File: src/rtl/core/hqb_pkg.sv
`timescale 1ns / 1ps
`default_nettype none
// ----------------------------------------------------------------------------
// hqb_pkg
// Shared types and constants of the histogram quantile break generator.
// ----------------------------------------------------------------------------
package hqb_pkg;

    // Widths fixed by the item and register formats.
    localparam int CNT_IN_W  = 24;
    localparam int IDX_IN_W  = 6;
    localparam int VALUE_W   = 32;
    localparam int TOTAL_W   = 30;
    localparam int NB_CFG_W  = 7;
    localparam int CFG_IDX_W = 3;

    typedef enum logic [CFG_IDX_W-1:0] {
        CFG_NUM_BUCKETS = 3'd0,
        CFG_NUM_CLASSES = 3'd1,
        CFG_MIN_VALUE   = 3'd2,
        CFG_MAX_VALUE   = 3'd3
    } t_cfg_idx;

    typedef enum logic {
        ACT_LOAD     = 1'b0,
        ACT_GENERATE = 1'b1
    } t_action;

    typedef enum logic [2:0] {
        ST_IDLE,
        ST_SUM,
        ST_PC_GO,
        ST_PC_WAIT,
        ST_SP_GO,
        ST_SP_WAIT,
        ST_WALK_RD,
        ST_WALK_EV
    } t_state;

    localparam logic [NB_CFG_W-1:0] RST_NUM_BUCKETS = 7'd64;
    localparam logic [NB_CFG_W-1:0] RST_NUM_CLASSES = 7'd4;
    localparam logic [VALUE_W-1:0]  RST_MIN_VALUE   = 32'd0;
    localparam logic [VALUE_W-1:0]  RST_MAX_VALUE   = 32'd65536;

endpackage
`default_nettype wire

File: src/rtl/core/hqb_in_if.sv
`timescale 1ns / 1ps
`default_nettype none
// ----------------------------------------------------------------------------
// hqb_in_if
// Input channel: one load or generate command per transfer.
// ----------------------------------------------------------------------------
interface hqb_in_if;
    logic        valid;
    logic        ready;
    logic        action;
    logic [5:0]  bucket_index;
    logic [23:0] bucket_count;

    modport source (output valid, action, bucket_index, bucket_count, input ready);
    modport sink   (input valid, action, bucket_index, bucket_count, output ready);
endinterface
`default_nettype wire

File: src/rtl/core/hqb_out_if.sv
`timescale 1ns / 1ps
`default_nettype none
// ----------------------------------------------------------------------------
// hqb_out_if
// Output channel: one class break per transfer.
// ----------------------------------------------------------------------------
interface hqb_out_if;
    logic               valid;
    logic               ready;
    logic signed [31:0] low_value;
    logic signed [31:0] high_value;
    logic        [29:0] total_count;
    logic               last_break;

    modport source (output valid, low_value, high_value, total_count, last_break,
                    input ready);
    modport sink   (input valid, low_value, high_value, total_count, last_break,
                    output ready);
endinterface
`default_nettype wire

File: src/rtl/core/hqb_store.sv
`timescale 1ns / 1ps
`default_nettype none
// ----------------------------------------------------------------------------
// hqb_store
// Bucket count memory with one write port and one registered read port.
// Per-entry valid bits make never-written entries read as zero after reset.
// ----------------------------------------------------------------------------
module hqb_store #(
    parameter int DEPTH = 64,
    parameter int WIDTH = 24
) (
    input  wire logic                     i_clk,
    input  wire logic                     i_rst_n,
    input  wire logic                     i_wr_en,
    input  wire logic [$clog2(DEPTH)-1:0] i_wr_addr,
    input  wire logic [WIDTH-1:0]         i_wr_data,
    input  wire logic                     i_rd_en,
    input  wire logic [$clog2(DEPTH)-1:0] i_rd_addr,
    output logic      [WIDTH-1:0]         o_rd_data
);
    logic [WIDTH-1:0] r_mem [DEPTH];
    logic [DEPTH-1:0] r_valid;
    logic [WIDTH-1:0] r_rd_data;
    logic             r_rd_ok;

    always_ff @(posedge i_clk) begin
        if (i_wr_en) begin
            r_mem[i_wr_addr] <= i_wr_data;
        end
        if (i_rd_en) begin
            r_rd_data <= r_mem[i_rd_addr];
        end
    end

    always_ff @(posedge i_clk) begin
        if (!i_rst_n) begin
            r_valid <= '0;
            r_rd_ok <= 1'b0;
        end else begin
            if (i_wr_en) begin
                r_valid[i_wr_addr] <= 1'b1;
            end
            if (i_rd_en) begin
                r_rd_ok <= r_valid[i_rd_addr];
            end
        end
    end

    assign o_rd_data = r_rd_ok ? r_rd_data : '0;
endmodule
`default_nettype wire

File: src/rtl/core/hqb_div.sv
`timescale 1ns / 1ps
`default_nettype none
// ----------------------------------------------------------------------------
// hqb_div
// Restoring unsigned divider, one quotient bit per cycle.
// The result holds from the done pulse until the next start.
// ----------------------------------------------------------------------------
module hqb_div #(
    parameter int DW = 39,
    parameter int VW = 7
) (
    input  wire logic          i_clk,
    input  wire logic          i_rst_n,
    input  wire logic          i_start,
    input  wire logic [DW-1:0] i_dividend,
    input  wire logic [VW-1:0] i_divisor,
    output logic               o_done,
    output logic      [DW-1:0] o_quot,
    output logic      [VW-1:0] o_rem
);
    localparam int CW = $clog2(DW + 1);

    logic          r_busy;
    logic          r_done;
    logic [CW-1:0] r_cnt;
    logic [DW-1:0] r_quot;
    logic [VW-1:0] r_rem;
    logic [VW-1:0] r_div;
    logic [VW:0]   rem_sh;
    logic [VW:0]   rem_sub;
    logic          q_bit;

    always_comb begin
        rem_sh  = {r_rem, r_quot[DW-1]};
        q_bit   = (rem_sh >= {1'b0, r_div});
        rem_sub = q_bit ? (rem_sh - {1'b0, r_div}) : rem_sh;
    end

    always_ff @(posedge i_clk) begin
        if (!i_rst_n) begin
            r_busy <= 1'b0;
            r_done <= 1'b0;
            r_cnt  <= '0;
        end else begin
            r_done <= 1'b0;
            if (i_start) begin
                r_busy <= 1'b1;
                r_cnt  <= '0;
            end else if (r_busy) begin
                r_cnt <= r_cnt + 1'b1;
                if (r_cnt == CW'(DW - 1)) begin
                    r_busy <= 1'b0;
                    r_done <= 1'b1;
                end
            end
        end
    end

    always_ff @(posedge i_clk) begin
        if (i_start) begin
            r_quot <= i_dividend;
            r_rem  <= '0;
            r_div  <= i_divisor;
        end else if (r_busy) begin
            r_quot <= {r_quot[DW-2:0], q_bit};
            r_rem  <= rem_sub[VW-1:0];
        end
    end

    assign o_done = r_done;
    assign o_quot = r_quot;
    assign o_rem  = r_rem;
endmodule
`default_nettype wire

File: src/rtl/core/histogram_quantile_breaks.sv
`timescale 1ns / 1ps
`default_nettype none
// ----------------------------------------------------------------------------
// histogram_quantile_breaks
// Quantile class breaks over a histogram of bucket counts.
// ----------------------------------------------------------------------------
// Usage: the input channel takes one command per transfer. A load (action 0)
// writes one bucket count; a load whose index is at or beyond the effective
// bucket count is dropped. A generate (action 1) yields one output transfer
// per class break, the final one flagged by last_break. Configuration is
// written through the plain write port; the user must write it only while the
// block idles, as the block itself does not enforce this.
// A generate sums the counts from the bucket memory, makes two passes of the
// shared bit-serial divider (class size, then the edge step), and walks the
// memory again, one read and one evaluation per bucket. Edges are stepped
// incrementally, so no division per edge. A new command is accepted once the
// walk ends, even while the last break still waits in the output register.
// Reset: synchronous and active low. It restores the register defaults and
// marks every bucket as zero through per-entry valid bits, with no clearing
// pass. When the receiver stalls, the walk holds at the next break until the
// output register is free; nothing is lost.
// ----------------------------------------------------------------------------
module histogram_quantile_breaks #(
    parameter int MAX_BUCKETS = 64,
    parameter int COUNT_BITS  = 24
) (
    input  wire logic                           i_clk,
    input  wire logic                           i_rst_n,
    input  wire logic                           i_cfg_we,
    input  wire logic [hqb_pkg::CFG_IDX_W-1:0]  i_cfg_index,
    input  wire logic [hqb_pkg::VALUE_W-1:0]    i_cfg_data,
    hqb_in_if.sink                              i_in_ch,
    hqb_out_if.source                           o_out_ch
);
    import hqb_pkg::*;

    localparam int IW     = $clog2(MAX_BUCKETS);
    localparam int NB_W   = $clog2(MAX_BUCKETS + 1);
    localparam int TOT_W  = COUNT_BITS + IW;
    localparam int CEIL_W = TOT_W + 1;
    localparam int TGT_W  = TOT_W + 7;
    localparam int DIV_W  = (CEIL_W > VALUE_W) ? CEIL_W : VALUE_W;

    // Configuration registers.
    logic [NB_CFG_W-1:0] r_num_buckets;
    logic [NB_CFG_W-1:0] r_num_classes;
    logic [VALUE_W-1:0]  r_min;
    logic [VALUE_W-1:0]  r_max;

    always_ff @(posedge i_clk) begin
        if (!i_rst_n) begin
            r_num_buckets <= RST_NUM_BUCKETS;
            r_num_classes <= RST_NUM_CLASSES;
            r_min         <= RST_MIN_VALUE;
            r_max         <= RST_MAX_VALUE;
        end else if (i_cfg_we) begin
            case (i_cfg_index)
                CFG_NUM_BUCKETS: r_num_buckets <= i_cfg_data[NB_CFG_W-1:0];
                CFG_NUM_CLASSES: r_num_classes <= i_cfg_data[NB_CFG_W-1:0];
                CFG_MIN_VALUE:   r_min         <= i_cfg_data;
                CFG_MAX_VALUE:   r_max         <= i_cfg_data;
                default: ;
            endcase
        end
    end

    // Effective bucket and class counts: zero reads as one, and the bucket
    // count is capped at the memory depth.
    logic [NB_W-1:0]     n_eff;
    logic [NB_CFG_W-1:0] classes_eff;

    always_comb begin
        if (r_num_buckets == '0) begin
            n_eff = NB_W'(1);
        end else if (r_num_buckets > NB_CFG_W'(MAX_BUCKETS)) begin
            n_eff = NB_W'(MAX_BUCKETS);
        end else begin
            n_eff = NB_W'(r_num_buckets);
        end
        classes_eff = (r_num_classes == '0) ? NB_CFG_W'(1) : r_num_classes;
    end

    // Range span in 33 bits; its magnitude always fits in 32.
    logic [VALUE_W:0]   span;
    logic [VALUE_W:0]   span_inv;
    logic               span_neg;
    logic [VALUE_W-1:0] span_mag;

    always_comb begin
        span     = {r_max[VALUE_W-1], r_max} - {r_min[VALUE_W-1], r_min};
        span_inv = ~span + 1'b1;
        span_neg = span[VALUE_W];
        span_mag = span_neg ? span_inv[VALUE_W-1:0] : span[VALUE_W-1:0];
    end

    // Sequencer registers.
    t_state             r_state, n_state;
    logic [NB_W-1:0]    r_ptr, n_ptr;
    logic               r_pend, n_pend;
    logic [TOT_W-1:0]   r_sum, n_sum;
    logic [TOT_W-1:0]   r_acc, n_acc;
    logic [TGT_W-1:0]   r_target, n_target;
    logic [TGT_W-1:0]   r_per_class, n_per_class;
    logic [VALUE_W-1:0] r_step_q, n_step_q;
    logic [NB_CFG_W-1:0] r_step_r, n_step_r;
    logic [VALUE_W-1:0] r_q, n_q;
    logic [NB_CFG_W-1:0] r_rem, n_rem;
    logic [VALUE_W-1:0] r_low, n_low;

    // Output register.
    logic               r_out_valid, n_out_valid;
    logic [VALUE_W-1:0] r_out_low, n_out_low;
    logic [VALUE_W-1:0] r_out_high, n_out_high;
    logic [TOTAL_W-1:0] r_out_total, n_out_total;
    logic               r_out_last, n_out_last;

    // Memory and divider hookup.
    logic                  st_wr_en;
    logic                  st_rd_en;
    logic [IW-1:0]         st_rd_addr;
    logic [COUNT_BITS-1:0] st_rd_data;
    logic                  div_start;
    logic [DIV_W-1:0]      div_dividend;
    logic [NB_CFG_W-1:0]   div_divisor;
    logic                  div_done;
    logic [DIV_W-1:0]      div_quot;
    logic [NB_CFG_W-1:0]   div_rem;

    logic                  in_xfer;
    logic [CEIL_W-1:0]     ceil_num;
    logic [TOTAL_W-1:0]    total_sat;

    assign i_in_ch.ready = (r_state == ST_IDLE);
    assign in_xfer       = i_in_ch.valid && i_in_ch.ready;
    assign st_wr_en      = in_xfer && (i_in_ch.action == ACT_LOAD)
                           && (NB_CFG_W'(i_in_ch.bucket_index) < NB_CFG_W'(n_eff));

    assign ceil_num  = CEIL_W'(r_sum) + CEIL_W'(classes_eff) - CEIL_W'(1);
    assign total_sat = ((TOT_W > TOTAL_W) && ((r_sum >> TOTAL_W) != '0))
                       ? '1 : TOTAL_W'(r_sum);

    assign div_dividend = (r_state == ST_SP_GO) ? DIV_W'(span_mag) : DIV_W'(ceil_num);
    assign div_divisor  = (r_state == ST_SP_GO) ? NB_CFG_W'(n_eff) : classes_eff;

    hqb_store #(
        .DEPTH (MAX_BUCKETS),
        .WIDTH (COUNT_BITS)
    ) u_store (
        .i_clk     (i_clk),
        .i_rst_n   (i_rst_n),
        .i_wr_en   (st_wr_en),
        .i_wr_addr (i_in_ch.bucket_index[IW-1:0]),
        .i_wr_data (COUNT_BITS'(i_in_ch.bucket_count)),
        .i_rd_en   (st_rd_en),
        .i_rd_addr (st_rd_addr),
        .o_rd_data (st_rd_data)
    );

    hqb_div #(
        .DW (DIV_W),
        .VW (NB_CFG_W)
    ) u_div (
        .i_clk      (i_clk),
        .i_rst_n    (i_rst_n),
        .i_start    (div_start),
        .i_dividend (div_dividend),
        .i_divisor  (div_divisor),
        .o_done     (div_done),
        .o_quot     (div_quot),
        .o_rem      (div_rem)
    );

    // Walk evaluation: running sum, break test and the next bucket edge.
    // The edge index i+1 is tracked as q*n + rem = |span|*(i+1), advanced by
    // the precomputed step |span| = step_q*n + step_r.
    logic [TOT_W-1:0]    acc_next;
    logic                is_last;
    logic                is_break;
    logic                out_free;
    logic [NB_CFG_W:0]   rem_sum;
    logic                rem_wrap;
    logic [VALUE_W-1:0]  q_next;
    logic [NB_CFG_W-1:0] rem_next;
    logic [VALUE_W-1:0]  high_edge;

    always_comb begin
        acc_next  = r_acc + TOT_W'(st_rd_data);
        is_last   = (r_ptr == n_eff - NB_W'(1));
        is_break  = (TGT_W'(acc_next) >= r_target) || is_last;
        out_free  = !r_out_valid || o_out_ch.ready;
        rem_sum   = {1'b0, r_rem} + {1'b0, r_step_r};
        rem_wrap  = (rem_sum >= (NB_CFG_W + 1)'(n_eff));
        q_next    = r_q + r_step_q + VALUE_W'(rem_wrap);
        rem_next  = rem_wrap ? NB_CFG_W'(rem_sum - (NB_CFG_W + 1)'(n_eff))
                             : NB_CFG_W'(rem_sum);
        high_edge = r_min + (span_neg ? (~q_next + 1'b1) : q_next);
    end

    // Next-state and datapath control.
    always_comb begin
        n_state     = r_state;
        n_ptr       = r_ptr;
        n_pend      = r_pend;
        n_sum       = r_sum;
        n_acc       = r_acc;
        n_target    = r_target;
        n_per_class = r_per_class;
        n_step_q    = r_step_q;
        n_step_r    = r_step_r;
        n_q         = r_q;
        n_rem       = r_rem;
        n_low       = r_low;
        n_out_valid = r_out_valid && !o_out_ch.ready;
        n_out_low   = r_out_low;
        n_out_high  = r_out_high;
        n_out_total = r_out_total;
        n_out_last  = r_out_last;
        st_rd_en    = 1'b0;
        st_rd_addr  = r_ptr[IW-1:0];
        div_start   = 1'b0;

        case (r_state)
            ST_IDLE: begin
                if (in_xfer && (i_in_ch.action == ACT_GENERATE)) begin
                    n_ptr   = '0;
                    n_pend  = 1'b0;
                    n_sum   = '0;
                    n_state = ST_SUM;
                end
            end
            ST_SUM: begin
                if (r_pend) begin
                    n_sum = r_sum + TOT_W'(st_rd_data);
                end
                if (r_ptr < n_eff) begin
                    st_rd_en = 1'b1;
                    n_ptr    = r_ptr + 1'b1;
                    n_pend   = 1'b1;
                end else begin
                    n_pend = 1'b0;
                    if (!r_pend) begin
                        n_state = ST_PC_GO;
                    end
                end
            end
            ST_PC_GO: begin
                div_start = 1'b1;
                n_state   = ST_PC_WAIT;
            end
            ST_PC_WAIT: begin
                if (div_done) begin
                    n_per_class = TGT_W'(div_quot);
                    n_target    = TGT_W'(div_quot);
                    n_state     = ST_SP_GO;
                end
            end
            ST_SP_GO: begin
                div_start = 1'b1;
                n_state   = ST_SP_WAIT;
            end
            ST_SP_WAIT: begin
                if (div_done) begin
                    n_step_q = div_quot[VALUE_W-1:0];
                    n_step_r = div_rem;
                    n_q      = '0;
                    n_rem    = '0;
                    n_acc    = '0;
                    n_low    = r_min;
                    n_ptr    = '0;
                    n_state  = ST_WALK_RD;
                end
            end
            ST_WALK_RD: begin
                st_rd_en = 1'b1;
                n_state  = ST_WALK_EV;
            end
            ST_WALK_EV: begin
                if (!is_break || out_free) begin
                    n_acc = acc_next;
                    n_q   = q_next;
                    n_rem = rem_next;
                    if (is_break) begin
                        n_out_valid = 1'b1;
                        n_out_low   = r_low;
                        n_out_high  = is_last ? r_max : high_edge;
                        n_out_total = total_sat;
                        n_out_last  = is_last;
                        n_low       = high_edge;
                        n_target    = r_target + r_per_class;
                    end
                    if (is_last) begin
                        n_state = ST_IDLE;
                    end else begin
                        n_ptr   = r_ptr + 1'b1;
                        n_state = ST_WALK_RD;
                    end
                end
            end
            default: begin
                n_state = ST_IDLE;
            end
        endcase
    end

    always_ff @(posedge i_clk) begin
        if (!i_rst_n) begin
            r_state     <= ST_IDLE;
            r_pend      <= 1'b0;
            r_out_valid <= 1'b0;
        end else begin
            r_state     <= n_state;
            r_pend      <= n_pend;
            r_out_valid <= n_out_valid;
        end
    end

    always_ff @(posedge i_clk) begin
        r_ptr       <= n_ptr;
        r_sum       <= n_sum;
        r_acc       <= n_acc;
        r_target    <= n_target;
        r_per_class <= n_per_class;
        r_step_q    <= n_step_q;
        r_step_r    <= n_step_r;
        r_q         <= n_q;
        r_rem       <= n_rem;
        r_low       <= n_low;
        r_out_low   <= n_out_low;
        r_out_high  <= n_out_high;
        r_out_total <= n_out_total;
        r_out_last  <= n_out_last;
    end

    assign o_out_ch.valid       = r_out_valid;
    assign o_out_ch.low_value   = r_out_low;
    assign o_out_ch.high_value  = r_out_high;
    assign o_out_ch.total_count = r_out_total;
    assign o_out_ch.last_break  = r_out_last;
endmodule
`default_nettype wire

File: src/flat_wrapper.sv
// flat-port wrapper written by rule: the top's interface ports become plain ports
module histogram_quantile_breaks_flat import hqb_pkg::*;
#(
    parameter int MAX_BUCKETS = 64,
    parameter int COUNT_BITS  = 24
)
  (i_clk, i_rst_n, i_cfg_we, i_cfg_index, i_cfg_data, i_in_ch_valid, i_in_ch_action, i_in_ch_bucket_index, i_in_ch_bucket_count, i_in_ch_ready, o_out_ch_valid, o_out_ch_low_value, o_out_ch_high_value, o_out_ch_total_count, o_out_ch_last_break, o_out_ch_ready);
  hqb_in_if i_in_ch_i ();
  hqb_out_if o_out_ch_i ();
  input  wire logic i_clk;
  input  wire logic i_rst_n;
  input  wire logic i_cfg_we;
  input  wire logic [hqb_pkg::CFG_IDX_W-1:0] i_cfg_index;
  input  wire logic [hqb_pkg::VALUE_W-1:0] i_cfg_data;
  input wire logic [$bits(i_in_ch_i.valid)-1:0] i_in_ch_valid;
  input wire logic [$bits(i_in_ch_i.action)-1:0] i_in_ch_action;
  input wire logic [$bits(i_in_ch_i.bucket_index)-1:0] i_in_ch_bucket_index;
  input wire logic [$bits(i_in_ch_i.bucket_count)-1:0] i_in_ch_bucket_count;
  output wire logic [$bits(i_in_ch_i.ready)-1:0] i_in_ch_ready;
  output wire logic [$bits(o_out_ch_i.valid)-1:0] o_out_ch_valid;
  output wire logic [$bits(o_out_ch_i.low_value)-1:0] o_out_ch_low_value;
  output wire logic [$bits(o_out_ch_i.high_value)-1:0] o_out_ch_high_value;
  output wire logic [$bits(o_out_ch_i.total_count)-1:0] o_out_ch_total_count;
  output wire logic [$bits(o_out_ch_i.last_break)-1:0] o_out_ch_last_break;
  input wire logic [$bits(o_out_ch_i.ready)-1:0] o_out_ch_ready;
  assign i_in_ch_i.valid = i_in_ch_valid;
  assign i_in_ch_i.action = i_in_ch_action;
  assign i_in_ch_i.bucket_index = i_in_ch_bucket_index;
  assign i_in_ch_i.bucket_count = i_in_ch_bucket_count;
  assign i_in_ch_ready = i_in_ch_i.ready;
  assign o_out_ch_valid = o_out_ch_i.valid;
  assign o_out_ch_low_value = o_out_ch_i.low_value;
  assign o_out_ch_high_value = o_out_ch_i.high_value;
  assign o_out_ch_total_count = o_out_ch_i.total_count;
  assign o_out_ch_last_break = o_out_ch_i.last_break;
  assign o_out_ch_i.ready = o_out_ch_ready;
  histogram_quantile_breaks #(.MAX_BUCKETS(MAX_BUCKETS), .COUNT_BITS(COUNT_BITS)) u_core (.i_clk(i_clk), .i_rst_n(i_rst_n), .i_cfg_we(i_cfg_we), .i_cfg_index(i_cfg_index), .i_cfg_data(i_cfg_data), .i_in_ch(i_in_ch_i), .o_out_ch(o_out_ch_i));
endmodule
File: config.mk
export PLATFORM = sky130hd
export DESIGN_NAME = histogram_quantile_breaks_flat
export DESIGN_NICKNAME = d
export VERILOG_FILES = /design/src/rtl/core/hqb_pkg.sv /design/src/rtl/core/hqb_in_if.sv /design/src/rtl/core/hqb_out_if.sv /design/src/rtl/core/hqb_store.sv /design/src/rtl/core/hqb_div.sv /design/src/rtl/core/histogram_quantile_breaks.sv /design/src/flat_wrapper.sv
export SDC_FILE = /design/constraint.sdc
export NUM_CORES = 2
export LEC_CHECK = 0
export BUFFER_PORTS_ARGS = -buffer_cell sky130_fd_sc_hd__buf_2
export CAP_MARGIN = 25
export CORE_ASPECT_RATIO = 0.8
export CORE_MARGIN = 4
export CORE_UTILIZATION = 40
export DETAILED_ROUTE_END_ITERATION = 12
export SYNTH_ARGS = -nofsm -noshare
export SYNTH_HDL_FRONTEND = slang
export SYNTH_SLANG_ARGS = --single-unit
File: constraint.sdc
create_clock -name i_clk -period 10.45 [get_ports i_clk]
set_clock_uncertainty 0.2 [all_clocks]
set_input_delay 0.5225 -clock i_clk [delete_from_list [all_inputs] [get_ports i_clk]]
set_output_delay 0.5225 -clock i_clk [all_outputs]
set_load 0.02 [all_outputs]
==> results.txt <==
clock share of power -> 36.8%
Setup TNS -> 0 ns
max-slew violations -> 0
share of layout cells above drive strength 1 -> 20.1%
Antenna Nets Post-Route -> 0
antenna violations before repair -> 33
final worst-path cycle share -> 88.5%
row count -> 158
clock sinks -> 2103
CP max stage delay -> 0.68 ns
hpwl dp -> 156000 um
DIE HEIGHT -> 441 um
Static Leak -> 35.9 nW
worst-margin pin slew -> 1.04 ns
GR Util All Layers -> 20.1%
area grow syn2layout -> 13.3%
Vias -> 53608
Crit path top cell by count -> a21oi_1
maximum VDD drop -> 135 uV
Critical-path top delay cell -> a2111oi_2
most instantiated library cell after synthesis -> edfxtp_1
post-synth top area cell -> edfxtp_1
CP Launch Type -> flop
Final setup viols -> 0
vias in the first global route -> 52962
via-per-instance ratio -> 5.64
EDFF count, synth -> 1940
synth cell count leaders -> 1940 x edfxtp_1, 524 x mux4_2, 453 x nand2_1
num ports -> 168
largest net degree at the start of global routing -> 107
Syn Inst Count -> 5867
routed length per instance -> 26.0 um
placed cell areas -> 98900 um^2
Yosys top cell area share -> 62.2%
distinct cell type count after synthesis -> 92
PD cells -> 191 nW/um^2
RD Place Congestion -> 0.858
Num CTS Buffers -> 214
fillcell total -> 19976
Post-CTS Setup Inserts -> 0
worst path required time -> 10.81 ns
Sw Share -> 26.1%
Pint -> 15.0 mW
Yosys reg bits -> 2103
GR Overflow Total -> 0
max_cap viols -> 0
cell area after synthesis -> 93700 um^2
Rel. slew slack -> 30.9%
Initial Util -> 40.3%
largest cells by area after synthesis -> edfxtp_1 62%, mux4_2 13%, ha_1 3.8%
IO Port Bufs -> 167
endpoint class of the critical path -> flop
Crit Path Max Fanout -> 7
CORE AREA -> 232000 um^2
drt first pass iters -> 6
Seq/Total Area, Yosys -> 65.7%
clock buffer depth -> 4
fmax -> 108 MHz
Comb power frac -> 16.6%
WL final -> 247000 um
drt first-iter violations -> 5640
Worst EP arrival -> 9.61 ns
Final Hold Violating Endpoints -> 0
Syn Nets -> 6235
Synth Warn # -> 0
fin nets -> 6560
RSZ-0062 raised after global routing -> false
final std cell area, no fill -> 106000 um^2
Crit Path Class -> flop to flop
worst hold-check slack -> 0.0174 ns
H-tree depth -> 4
worst skew pair latency -> 0.87 ns
Die X -> 549 um
status -> finished clean
DRC viols -> 0
worst min path class -> input pin to flop
asr flop ratio synth -> 0%
Reg clk slew, reported paths -> 0.07 ns
CTS tree -> built
Post-synth top flop -> edfxtp_1
final worst path period need -> 9.25 ns
Die Area -> 242000 um^2
net switching power -> 5.29 mW
Sequential Power Share -> 46.6%
first-pass GRT wire length -> 360000 um
clock root buffer -> clkbuf_16
Mean Syn Cell Area -> 16.0 um^2
-- layout make-up --
cell class              count  area (um^2)  area share [%]
well taps                3120         3900            3.68
inverters                 194          728           0.686
flip-flops and latches   2103        61500            57.9
multi-input cells        3320        30700            28.9
clock buffers             252         5570            5.25
repair buffers            359         2540            2.39
clock inverters           141         1170            1.10
diodes                      9         22.5          0.0212
-- stage by stage --
stage / cells / power [mW] / setup WS [ns] / util, %
after floorplan: 5867 / 11.8 / 0.748 / -
after global placement: 9044 / 12.9 / 1.51 / 42.5
after detailed placement: 9049 / 13.0 / 1.39 / 42.6
after CTS: 9485 / 20.4 / 1.29 / 45.7
after global routing: 9491 / 21.0 / 0.424 / 45.7
final: 9498 / 20.3 / 1.20 / 45.7
-- power by group through the flow --
stage	logic (mW)	clock network, mW	registers [mW]
2_1_floorplan	2.20	0	9.56
3_3_place_gp	3.33	0	9.62
3_5_place_dp	3.36	0	9.62
4_1_cts	3.39	7.62	9.44
5_1_grt	3.61	7.98	9.44
6_report	3.36	7.46	9.44
-- critical path: cells and delay by family (launching register included) --
| family | cells | cell delay, ns |
|---|---|---|
| AO/OA/AOI/OAI | 15 | 3.75 |
| AND/OR/NAND/NOR | 11 | 1.81 |
| adder cells (fa/ha/maj) | 4 | 1.36 |
| XOR/XNOR | 4 | 1.10 |
| flip-flops | 1 | 0.37 |
| multiplexers | 1 | 0.27 |
| buffers and inverters | 1 | 0.06 |
-- placed cells by master (no fill, tap or decap), types with 23 or more instances in the layout --
cell type and instances:
and3_1 35, mux2i_1 23, nand2_1 452, xor2_1 95, o21ai_0 182, o21bai_1 32, xnor2_1 155, ha_1 286
inv_1 193, clkbuf_1 33, a21o_1 128, nand2b_1 34, nor2b_1 43, nor3_1 56, nand4_1 29, clkbuf_16 216
clkinv_1 58, nor2_1 249, dfxtp_1 163, dlygate4sd3_1 43, edfxtp_1 1940, a31oi_1 46, a21oi_1 233, buf_4 137
o211ai_1 27, clkinv_2 41, nor2_2 65, mux4_2 524, and2_1 68, a21boi_0 82, buf_2 166, nand3_1 66
o21a_1 102, a211oi_1 39
-- timing repair --
| item | 4_1_cts | 5_1_grt |
|---|---|---|
| gates resized for setup | 0 | 0 |
| hold endpoints to repair | 169 | 0 |
| hold buffers | 43 | 0 |
-- flip-flops by register name, indices dropped and copies added, names as in the netlist, 24 cells and up --
name and flops:
u_core.r_sum 30, u_core.u_store.r_rd_data 24, u_core.r_target 37, u_core.r_acc 30, u_core.o_out_ch.total_count 30, u_core.r_step_q 32
u_core.o_out_ch.high_value 32, u_core.r_q 32, u_core.r_low 32, u_core.r_per_class 32, u_core.u_store.r_mem 1536, u_core.u_div.o_quot 32
u_core.r_max 32, u_core.u_store.r_valid 64, u_core.r_min 32, u_core.o_out_ch.low_value 32
-- cells by family after synthesis --
logic type / after synthesis / share of synthesized area, %
AO/OA/AOI/OAI: 1020 / 7.27
XOR/XNOR: 250 / 2.34
adder cells (fa/ha/maj): 297 / 4.06
buffers and inverters: 444 / 1.80
flip-flops: 2103 / 65.7
multiplexers: 555 / 12.9
AND/OR/NAND/NOR: 1198 / 5.92
-- layer usage --
metal	global-route usage, %	wire (um)
met5	0	13
met1	28.2	105000
met4	4.85	5560
met3	3.69	17700
met2	32.6	118000
-- path summary, 6_finish.rpt --
path	end	slack, ns	startpoint	depth (start not counted)
setup / recovery	u_core.o_out_ch.high_value[31]	1.20	u_core.r_num_buckets[4]	36
hold / removal	u_core.u_store.r_mem[21][14]	0.02	i_in_ch_bucket_count[14]	1
setup reg to reg	u_core.o_out_ch.high_value[31]	1.20	u_core.r_num_buckets[4]	36
hold reg to reg	u_core.o_out_ch.low_value[12]	0.22	u_core.r_low[12]	0
No activity file was read; power rests on OpenSTA's default activity.
